## src/sv/fsig_pkg.sv

```systemverilog
// Shared types and constants for the floppy format sector ID generator.
// Used by fsig_alu, fsig_seq and the top level; depends on nothing else.
`default_nettype none

package fsig_pkg;

  // Supported sector counts per track.
  localparam logic [4:0] SPT_FORMAT_A = 5'd18;
  localparam logic [4:0] SPT_FORMAT_B = 5'd21;

  // Configuration register indexes and reset values.
  localparam logic CFG_IDX_SPT   = 1'b0;
  localparam logic CFG_IDX_HEADS = 1'b1;
  localparam logic [4:0] SPT_RESET   = 5'd18;
  localparam logic [1:0] HEADS_RESET = 2'd2;

  // Size code 2 means 512-byte sectors.
  localparam logic [1:0] SIZE_CODE_512 = 2'd2;

  // Skew applied on odd heads.
  localparam logic signed [6:0] HEAD_SKEW = 7'sd2;

  typedef logic signed [6:0] sval_t;

  typedef enum logic [2:0] {
    S_IDLE,
    S_OFF_E,
    S_OFF_O,
    S_EMIT,
    S_ERR
  } fsig_state_t;

  // Operand bundle for the shared adder.
  typedef struct packed {
    sval_t a;
    sval_t b;
    logic  cin;
    logic  wrap;
  } alu_req_t;

endpackage

`default_nettype wire

```

## src/sv/fsig_alu.sv

```systemverilog
// Shared adder with optional wrap of the sum into 1..n.
// Depends on fsig_pkg for the operand struct and value type.
`default_nettype none

module fsig_alu
  import fsig_pkg::*;
(
  input  wire alu_req_t   req,
  input  wire logic [4:0] n,
  output sval_t           res
);

  sval_t sum;
  sval_t n_s;

  always_comb begin
    n_s = $signed({2'b00, n});
    sum = req.a + req.b + $signed({6'b000000, req.cin});
    res = sum;
    if (req.wrap) begin
      if (sum < 7'sd1) begin
        res = sum + n_s;
      end else if (sum > n_s) begin
        res = sum - n_s;
      end
    end
  end

endmodule

`default_nettype wire

```

## src/sv/fsig_seq.sv

```systemverilog
// Sequencer for the sector ID generator: walks heads and sector slots,
// drives the shared adder and holds the output register. Depends on fsig_pkg.
`default_nettype none

module fsig_seq
  import fsig_pkg::*;
(
  input  wire logic       clk,
  input  wire logic       rst_n,
  input  wire logic [4:0] spt_cfg,
  input  wire logic [1:0] heads_cfg,
  input  wire logic       in_valid,
  output logic            in_stall,
  input  wire logic [7:0] in_track_number,
  output logic            out_valid,
  input  wire logic       out_stall,
  output logic [7:0]      out_id_track,
  output logic            out_id_head,
  output logic [4:0]      out_id_sector,
  output logic [1:0]      out_id_size_code,
  output logic            out_bad_geometry,
  output logic            out_head_done,
  output logic            out_last,
  output alu_req_t        alu_req,
  output logic [4:0]      alu_n,
  input  wire sval_t      alu_res
);

  fsig_state_t state_r, state_nxt;
  logic [4:0]  slot_r, slot_nxt;
  logic        head_r, head_nxt;
  logic [7:0]  track_r, track_nxt;
  logic [4:0]  spt_r, spt_nxt;
  logic        two_heads_r, two_heads_nxt;
  sval_t       off_e_r, off_e_nxt;
  sval_t       off_o_r, off_o_nxt;

  logic        out_valid_r, out_valid_nxt;
  logic [7:0]  out_track_r, out_track_nxt;
  logic        out_head_r, out_head_nxt;
  logic [4:0]  out_sector_r, out_sector_nxt;
  logic [1:0]  out_size_r, out_size_nxt;
  logic        out_bad_r, out_bad_nxt;
  logic        out_hd_r, out_hd_nxt;
  logic        out_last_r, out_last_nxt;

  logic        out_free;
  logic        in_accept;
  logic        spt_ok;
  logic        hd;
  logic [5:0]  split;

  assign out_free  = !out_valid_r || !out_stall;
  assign in_stall  = (state_r != S_IDLE);
  assign in_accept = in_valid && !in_stall;
  assign spt_ok    = (spt_cfg == SPT_FORMAT_A) || (spt_cfg == SPT_FORMAT_B);
  assign hd        = (slot_r == (spt_r - 5'd1));
  assign split     = ({1'b0, spt_r} + 6'd1) >> 1;
  assign alu_n     = spt_r;

  always_ff @(posedge clk) begin
    if (!rst_n) begin
      state_r     <= S_IDLE;
      slot_r      <= 5'd0;
      head_r      <= 1'b0;
      out_valid_r <= 1'b0;
    end else begin
      state_r     <= state_nxt;
      slot_r      <= slot_nxt;
      head_r      <= head_nxt;
      out_valid_r <= out_valid_nxt;
    end
  end

  always_ff @(posedge clk) begin
    track_r      <= track_nxt;
    spt_r        <= spt_nxt;
    two_heads_r  <= two_heads_nxt;
    off_e_r      <= off_e_nxt;
    off_o_r      <= off_o_nxt;
    out_track_r  <= out_track_nxt;
    out_head_r   <= out_head_nxt;
    out_sector_r <= out_sector_nxt;
    out_size_r   <= out_size_nxt;
    out_bad_r    <= out_bad_nxt;
    out_hd_r     <= out_hd_nxt;
    out_last_r   <= out_last_nxt;
  end

  always_comb begin
    state_nxt      = state_r;
    slot_nxt       = slot_r;
    head_nxt       = head_r;
    track_nxt      = track_r;
    spt_nxt        = spt_r;
    two_heads_nxt  = two_heads_r;
    off_e_nxt      = off_e_r;
    off_o_nxt      = off_o_r;
    out_valid_nxt  = out_valid_r && out_stall;
    out_track_nxt  = out_track_r;
    out_head_nxt   = out_head_r;
    out_sector_nxt = out_sector_r;
    out_size_nxt   = out_size_r;
    out_bad_nxt    = out_bad_r;
    out_hd_nxt     = out_hd_r;
    out_last_nxt   = out_last_r;
    alu_req        = '0;

    case (state_r)
      S_IDLE: begin
        if (in_valid) begin
          track_nxt     = in_track_number;
          spt_nxt       = spt_cfg;
          two_heads_nxt = (heads_cfg >= 2'd2);
          head_nxt      = 1'b0;
          slot_nxt      = 5'd0;
          state_nxt     = spt_ok ? S_OFF_E : S_ERR;
        end
      end
      S_OFF_E: begin
        alu_req.a = head_r ? -HEAD_SKEW : 7'sd0;
        alu_req.b = track_r[0] ? (7'sd0 - $signed({3'b000, spt_r[4:1]})) : 7'sd0;
        off_e_nxt = alu_res;
        state_nxt = S_OFF_O;
      end
      S_OFF_O: begin
        alu_req.a = off_e_r;
        alu_req.b = $signed({1'b0, split});
        off_o_nxt = alu_res;
        slot_nxt  = 5'd0;
        state_nxt = S_EMIT;
      end
      S_EMIT: begin
        alu_req.a    = $signed({3'b000, slot_r[4:1]});
        alu_req.b    = slot_r[0] ? off_o_r : off_e_r;
        alu_req.cin  = 1'b1;
        alu_req.wrap = 1'b1;
        if (out_free) begin
          out_valid_nxt  = 1'b1;
          out_track_nxt  = track_r;
          out_head_nxt   = head_r;
          out_sector_nxt = alu_res[4:0];
          out_size_nxt   = SIZE_CODE_512;
          out_bad_nxt    = 1'b0;
          out_hd_nxt     = hd;
          out_last_nxt   = hd && (head_r == two_heads_r);
          if (hd) begin
            slot_nxt = 5'd0;
            if (head_r == two_heads_r) begin
              head_nxt  = 1'b0;
              state_nxt = S_IDLE;
            end else begin
              head_nxt  = 1'b1;
              state_nxt = S_OFF_E;
            end
          end else begin
            slot_nxt = slot_r + 5'd1;
          end
        end
      end
      S_ERR: begin
        if (out_free) begin
          out_valid_nxt  = 1'b1;
          out_track_nxt  = 8'd0;
          out_head_nxt   = 1'b0;
          out_sector_nxt = 5'd0;
          out_size_nxt   = 2'd0;
          out_bad_nxt    = 1'b1;
          out_hd_nxt     = 1'b0;
          out_last_nxt   = 1'b1;
          state_nxt      = S_IDLE;
        end
      end
      default: begin
        state_nxt = S_IDLE;
      end
    endcase
  end

  assign out_valid        = out_valid_r;
  assign out_id_track     = out_track_r;
  assign out_id_head      = out_head_r;
  assign out_id_sector    = out_sector_r;
  assign out_id_size_code = out_size_r;
  assign out_bad_geometry = out_bad_r;
  assign out_head_done    = out_hd_r;
  assign out_last         = out_last_r;

  // A generated sector ID always lands in 1..spt.
  a_sector_range: assert property (@(posedge clk) disable iff (!rst_n)
    (state_r == S_EMIT) |-> (alu_res >= 7'sd1 && alu_res <= $signed({2'b00, spt_r})))
    else $error("sector ID out of range");

  // An accepted transaction always starts a sequence.
  a_accept_busy: assert property (@(posedge clk) disable iff (!rst_n)
    in_accept |=> (state_r != S_IDLE))
    else $error("accepted transaction did not start a sequence");

  // The error result is the only result of its transaction.
  a_bad_is_last: assert property (@(posedge clk) disable iff (!rst_n)
    (out_valid_r && out_bad_r) |-> out_last_r)
    else $error("error result not marked last");

  // The final result of a track also ends its head.
  a_last_ends_head: assert property (@(posedge clk) disable iff (!rst_n)
    (out_valid_r && out_last_r && !out_bad_r) |-> out_hd_r)
    else $error("last result without head_done");

endmodule

`default_nettype wire

```

## src/sv/floppy_format_sector_id_generator.sv

```systemverilog
// Top level of the floppy format sector ID generator: configuration
// registers, sequencer and shared adder. Depends on fsig_pkg, fsig_alu, fsig_seq.
//
// Usage: write sectors_per_track (index 0) and head_count (index 1) on the
// cfg port while the block is idle. Each input transaction carries a track
// number. For each head in turn the block returns one transaction per sector
// slot with the track, head, interleaved and skewed sector ID and size code 2;
// head_done marks the last sector of a head and last marks the final result.
// An unsupported sector count gives a single result with bad_geometry set.
// While a track is in progress in_stall stays high, so a new track is taken
// only once the last one is done. For each head the shared adder first
// sets up the even and odd offsets (S_OFF_E, S_OFF_O), then gives one sector
// ID per cycle while the output is free to take it. The first result
// is registered in the output register after S_OFF_E and S_OFF_O.
// When out_stall is high while a result is valid, the output register holds
// it and the sequencer waits. Reset clears the sequencer and output valid and
// restores sectors_per_track to 18 and head_count to 2.
`default_nettype none

module floppy_format_sector_id_generator
  import fsig_pkg::*;
(
  input  wire logic       clk,
  input  wire logic       rst_n,
  input  wire logic       cfg_wr_en,
  input  wire logic       cfg_index,
  input  wire logic [4:0] cfg_wdata,
  input  wire logic       in_valid,
  output logic            in_stall,
  input  wire logic [7:0] in_track_number,
  output logic            out_valid,
  input  wire logic       out_stall,
  output logic [7:0]      out_id_track,
  output logic            out_id_head,
  output logic [4:0]      out_id_sector,
  output logic [1:0]      out_id_size_code,
  output logic            out_bad_geometry,
  output logic            out_head_done,
  output logic            out_last
);

  logic [4:0] spt_r, spt_nxt;
  logic [1:0] heads_r, heads_nxt;
  alu_req_t   alu_req;
  logic [4:0] alu_n;
  sval_t      alu_res;

  always_comb begin
    spt_nxt   = spt_r;
    heads_nxt = heads_r;
    if (cfg_wr_en) begin
      case (cfg_index)
        CFG_IDX_SPT:   spt_nxt   = cfg_wdata;
        CFG_IDX_HEADS: heads_nxt = cfg_wdata[1:0];
        default: begin
          spt_nxt = spt_r;
        end
      endcase
    end
  end

  always_ff @(posedge clk) begin
    if (!rst_n) begin
      spt_r   <= SPT_RESET;
      heads_r <= HEADS_RESET;
    end else begin
      spt_r   <= spt_nxt;
      heads_r <= heads_nxt;
    end
  end

  fsig_seq u_seq (
    .clk              (clk),
    .rst_n            (rst_n),
    .spt_cfg          (spt_r),
    .heads_cfg        (heads_r),
    .in_valid         (in_valid),
    .in_stall         (in_stall),
    .in_track_number  (in_track_number),
    .out_valid        (out_valid),
    .out_stall        (out_stall),
    .out_id_track     (out_id_track),
    .out_id_head      (out_id_head),
    .out_id_sector    (out_id_sector),
    .out_id_size_code (out_id_size_code),
    .out_bad_geometry (out_bad_geometry),
    .out_head_done    (out_head_done),
    .out_last         (out_last),
    .alu_req          (alu_req),
    .alu_n            (alu_n),
    .alu_res          (alu_res)
  );

  fsig_alu u_alu (
    .req (alu_req),
    .n   (alu_n),
    .res (alu_res)
  );

endmodule

`default_nettype wire
```

## config.mk

```make
export PLATFORM = sky130hd
export DESIGN_NAME = floppy_format_sector_id_generator
export DESIGN_NICKNAME = d
export VERILOG_FILES = /design/src/sv/fsig_pkg.sv /design/src/sv/fsig_alu.sv /design/src/sv/fsig_seq.sv /design/src/sv/floppy_format_sector_id_generator.sv
export SDC_FILE = /design/constraint.sdc
export NUM_CORES = 1
export LEC_CHECK = 0
export BUFFER_PORTS_ARGS = -buffer_cell sky130_fd_sc_hd__buf_4
export CAP_MARGIN = 30
export CORE_MARGIN = 10
export CORE_UTILIZATION = 35
export DETAILED_ROUTE_END_ITERATION = 7
export GPL_TIMING_DRIVEN = 1
export PLACE_DENSITY_LB_ADDON = 0.1
export SYNTH_ARGS = -nofsm -noshare
export SYNTH_HDL_FRONTEND = slang
export SYNTH_SLANG_ARGS = --single-unit
```

## constraint.sdc

```tcl
create_clock -name clk -period 12.1 [get_ports clk]
set_clock_uncertainty 0.2 [all_clocks]
set_input_delay 1.21 -clock clk [delete_from_list [all_inputs] [get_ports clk]]
set_output_delay 1.21 -clock clk [all_outputs]
set_load 0.05 [all_outputs]
```

==> flow_summary.json <==
{
  "gp_congestion": 0.880,
  "yosys_most_used_dff": "edfxtp_1",
  "first_global_vias": 2743,
  "power_uw": 734,
  "ant_nets": 0,
  "vias": 2762,
  "final.setup.tns_ns": 0,
  "final_util_pct": 41.0,
  "synth_edf_count": 46,
  "clkSlewWorstSetupHoldPaths_ns": 0.06,
  "pwr-share-clk_pct": 24.5,
  "synth_top_area_cell": "edfxtp_1",
  "fin_crit_sh_pct": 43.6,
  "dp_hpwl_um": 7250,
  "core_um2": 10700,
  "synth-async-reset-ratio_pct": 0,
  "drc_errors": 0,
  "cts-buffers-inserted": 9,
  "clockBufferDepth": 2,
  "drv_cap": 0,
  "grt_use_total_pct": 12.3,
  "num_rows": 38,
  "p_leak_uw": 0.00171,
  "yosysTopAreaCellShare_pct": 36.1,
  "grt_max_degree": 20,
  "slew_headroom_pct": 37.5,
  "final-setup-viol-count": 0,
  "syn_area_um2": 3820,
  "postCtsHoldBufs": 0,
  "cts_sinks": 62,
  "n_fill_cell": 1095,
  "rsz0062_at_grt": "no",
  "synth_seq_cells": 62,
  "internal_power_uw": 463,
  "combinationalPowerShare_pct": 36.5,
  "cts_resized": 0,
  "hp-class": "flip-flop to flip-flop",
  "top_level_ports": 40,
  "cp-start-kind": "flip-flop",
  "yosys.cell_types.count": 70,
  "switching_share_pct": 36.8,
  "grt_overflow": 0,
  "via_per_inst": 5.16,
  "post_cts_buffers": 0,
  "path_max_fanout": 19,
  "drt-total-wl_um": 9470,
  "critPathCaptureType": "flip-flop",
  "clock_latency_ns": 0.35,
  "cts_tree": "yes",
  "antenna_found_initial": 0,
  "p_switching_uw": 270,
  "fmax_mhz": 190,
  "syn_inst": 356,
  "initial_core_util_pct": 35.6,
  "stdcell_area_um2": 4410,
  "dieHeight_um": 124,
  "period_needed_ns": 5.28,
  "yosys_warnings": 0,
  "final_max_slew_viol_count": 0,
  "post_synth.cell_area_avg_um2": 10.7,
  "tightest_slew_ns": 0.936,
  "critPathArrivalTime_ns": 5.20,
  "yosysSeqAreaShare_pct": 44.5,
  "cts-root-buf": "clkbuf_8",
  "syn_nets": 400,
  "powerDensity_nw_per_um2": 166,
  "grt_pass1_wl_um": 15200,
  "htree_levels": 3,
  "area_growth_pct": 15.4,
  "worstPathRequired_ns": 12.02,
  "n_antenna_cell": 0,
  "p_seq_share_pct": 39.0,
  "setup_ws_ns": 6.82,
  "hold_viol_final": 0,
  "peakVddDrop_mv": 0.0614,
  "dieWidth_um": 124,
  "nets": 434,
  "die_area_um2": 15500,
  "dr.pass1.iters": 4,
  "port-buffer-count": 38,
  "drt_iter0_markers": 166,
  "synth_area_leaders": "edfxtp_1, dfxtp_1, ha_1, mux2i_1, nor2_1",
  "drive_gt1_share_pct": 19.7,
  "wl_per_cell_um": 17.7,
  "outcome": "completed",
  "dpl_cell_area_um2": 4220,
  "path_class": "flip-flop to flip-flop",
  "pre_cts_ws_ns": 6.78
}
[path summary, 6_finish.rpt]
check,from,to,slack [ns],cells past startpoint
max,u_seq.state_r[0],u_seq.out_id_sector[3],6.82,18
min,spt_r[3],u_seq.alu_n[3],0.26,0
max reg2reg,u_seq.state_r[0],u_seq.out_id_sector[3],6.82,18
min reg2reg,spt_r[3],u_seq.alu_n[3],0.26,0
[cell families (layout without fill, tap and decap cells)]
| group | after synthesis | count (layout) | share of synthesized area [%] |
|---|---|---|---|
| compound gates | 74 | 74 | 15.0 |
| flops | 62 | 62 | 44.5 |
| fa+ha+maj | 25 | 25 | 8.97 |
| mux | 18 | 18 | 5.27 |
| other cells | 1 | 1 | 0.0981 |
| xor+xnor | 19 | 19 | 4.75 |
| simple gates | 121 | 121 | 17.1 |
| buf+inv | 36 | 75 | 4.29 |
[registers in the layout (all words and copies together) (netlist names), 3 cells and up]
signal               cells
spt_r                    5
u_seq.alu_n              5
u_seq.off_e_r            7
u_seq.off_o_r            7
u_seq.out_id_sector      5
u_seq.out_id_track       8
u_seq.slot_r             5
u_seq.state_r            3
u_seq.track_r            8
[layout by cell type (no fill, tap or decap), drive strengths merged, types with 5 or more instances in the layout]
master,count
edfxtp,46
buf,39
nor2,29
ha,21
nand2,19
inv,19
dfxtp,16
and2,15
mux2i,14
nor2b,13
xnor2,13
a21oi,13
clkbuf,12
nor3,10
o21ai,9
nand2b,6
xor2,6
o22ai,6
nand3,5
o211ai,5
[synth_stat cells, types with 9 or more instances]
cell	count
nor2b_1	13
mux2i_1	13
inv_1	18
and2_1	15
edfxtp_1	46
nand2_1	19
ha_1	21
nor3_1	9
nor2_1	28
xnor2_1	12
dfxtp_1	16
a21oi_1	12
o21ai_0	9
clkbuf_1	12
[cell type report]
type	count	area (um2)	area share, %
Tap cell	140	175	3.97
Clock inverter	4	47.5	1.08
Multi-Input combinational cell	258	1960	44.4
Inverter	20	87.6	1.99
Timing Repair Buffer	39	293	6.64
Clock buffer	12	145	3.29
Sequential cell	62	1700	38.6
[through the flow]
| step | cells | hold slack [ns] |
|---|---|---|
| finish | 535 | 0.256 |
| global route | 535 | 0.280 |
| CTS | 535 | 0.264 |
| detailed placement | 519 | 0.240 |
| global placement | 519 | 0.245 |
| floorplan | 356 | 0.221 |
[routing by layer]
| layer | GRT usage, % | share of wire [%] | up-vias |
|---|---|---|---|
| met5 | 0 | 0 | - |
| met2 | 19.2 | 47 | 59 |
| met3 | 3.32 | 4.3 | 11 |
| met1 | 15.9 | 48 | 1329 |
| met4 | 4.46 | 1.4 | 0 |
| li1 | - | - | 1363 |
[critical path, cell delays in order, from the launching register on]
cell and delay [ns]:
dfxtp_1 0.63, and3_1 0.63, clkinv_8 0.21, nor2_1 0.14, a221oi_1 0.07, fa_1 0.45
inv_1 0.09, fa_1 0.20, a211oi_1 0.10, nor3b_1 0.37, or2_2 0.21, inv_1 0.06
ha_1 0.42, nand4_1 0.12, o22a_1 0.21, a31oi_1 0.27, nor3_2 0.10, o21a_1 0.16
a2111oi_2 0.41
[power groups by stage]
| stage | Sequential [uW] | Clock [uW] | Combinational [uW] |
|---|---|---|---|
| after floorplan | 295 | 0 | 189 |
| after global placement | 291 | 0 | 271 |
| after detailed placement | 291 | 0 | 267 |
| after CTS | 287 | 185 | 269 |
| after global routing | 290 | 194 | 296 |
| final | 286 | 180 | 268 |
No activity file was read; power rests on OpenSTA's default activity.
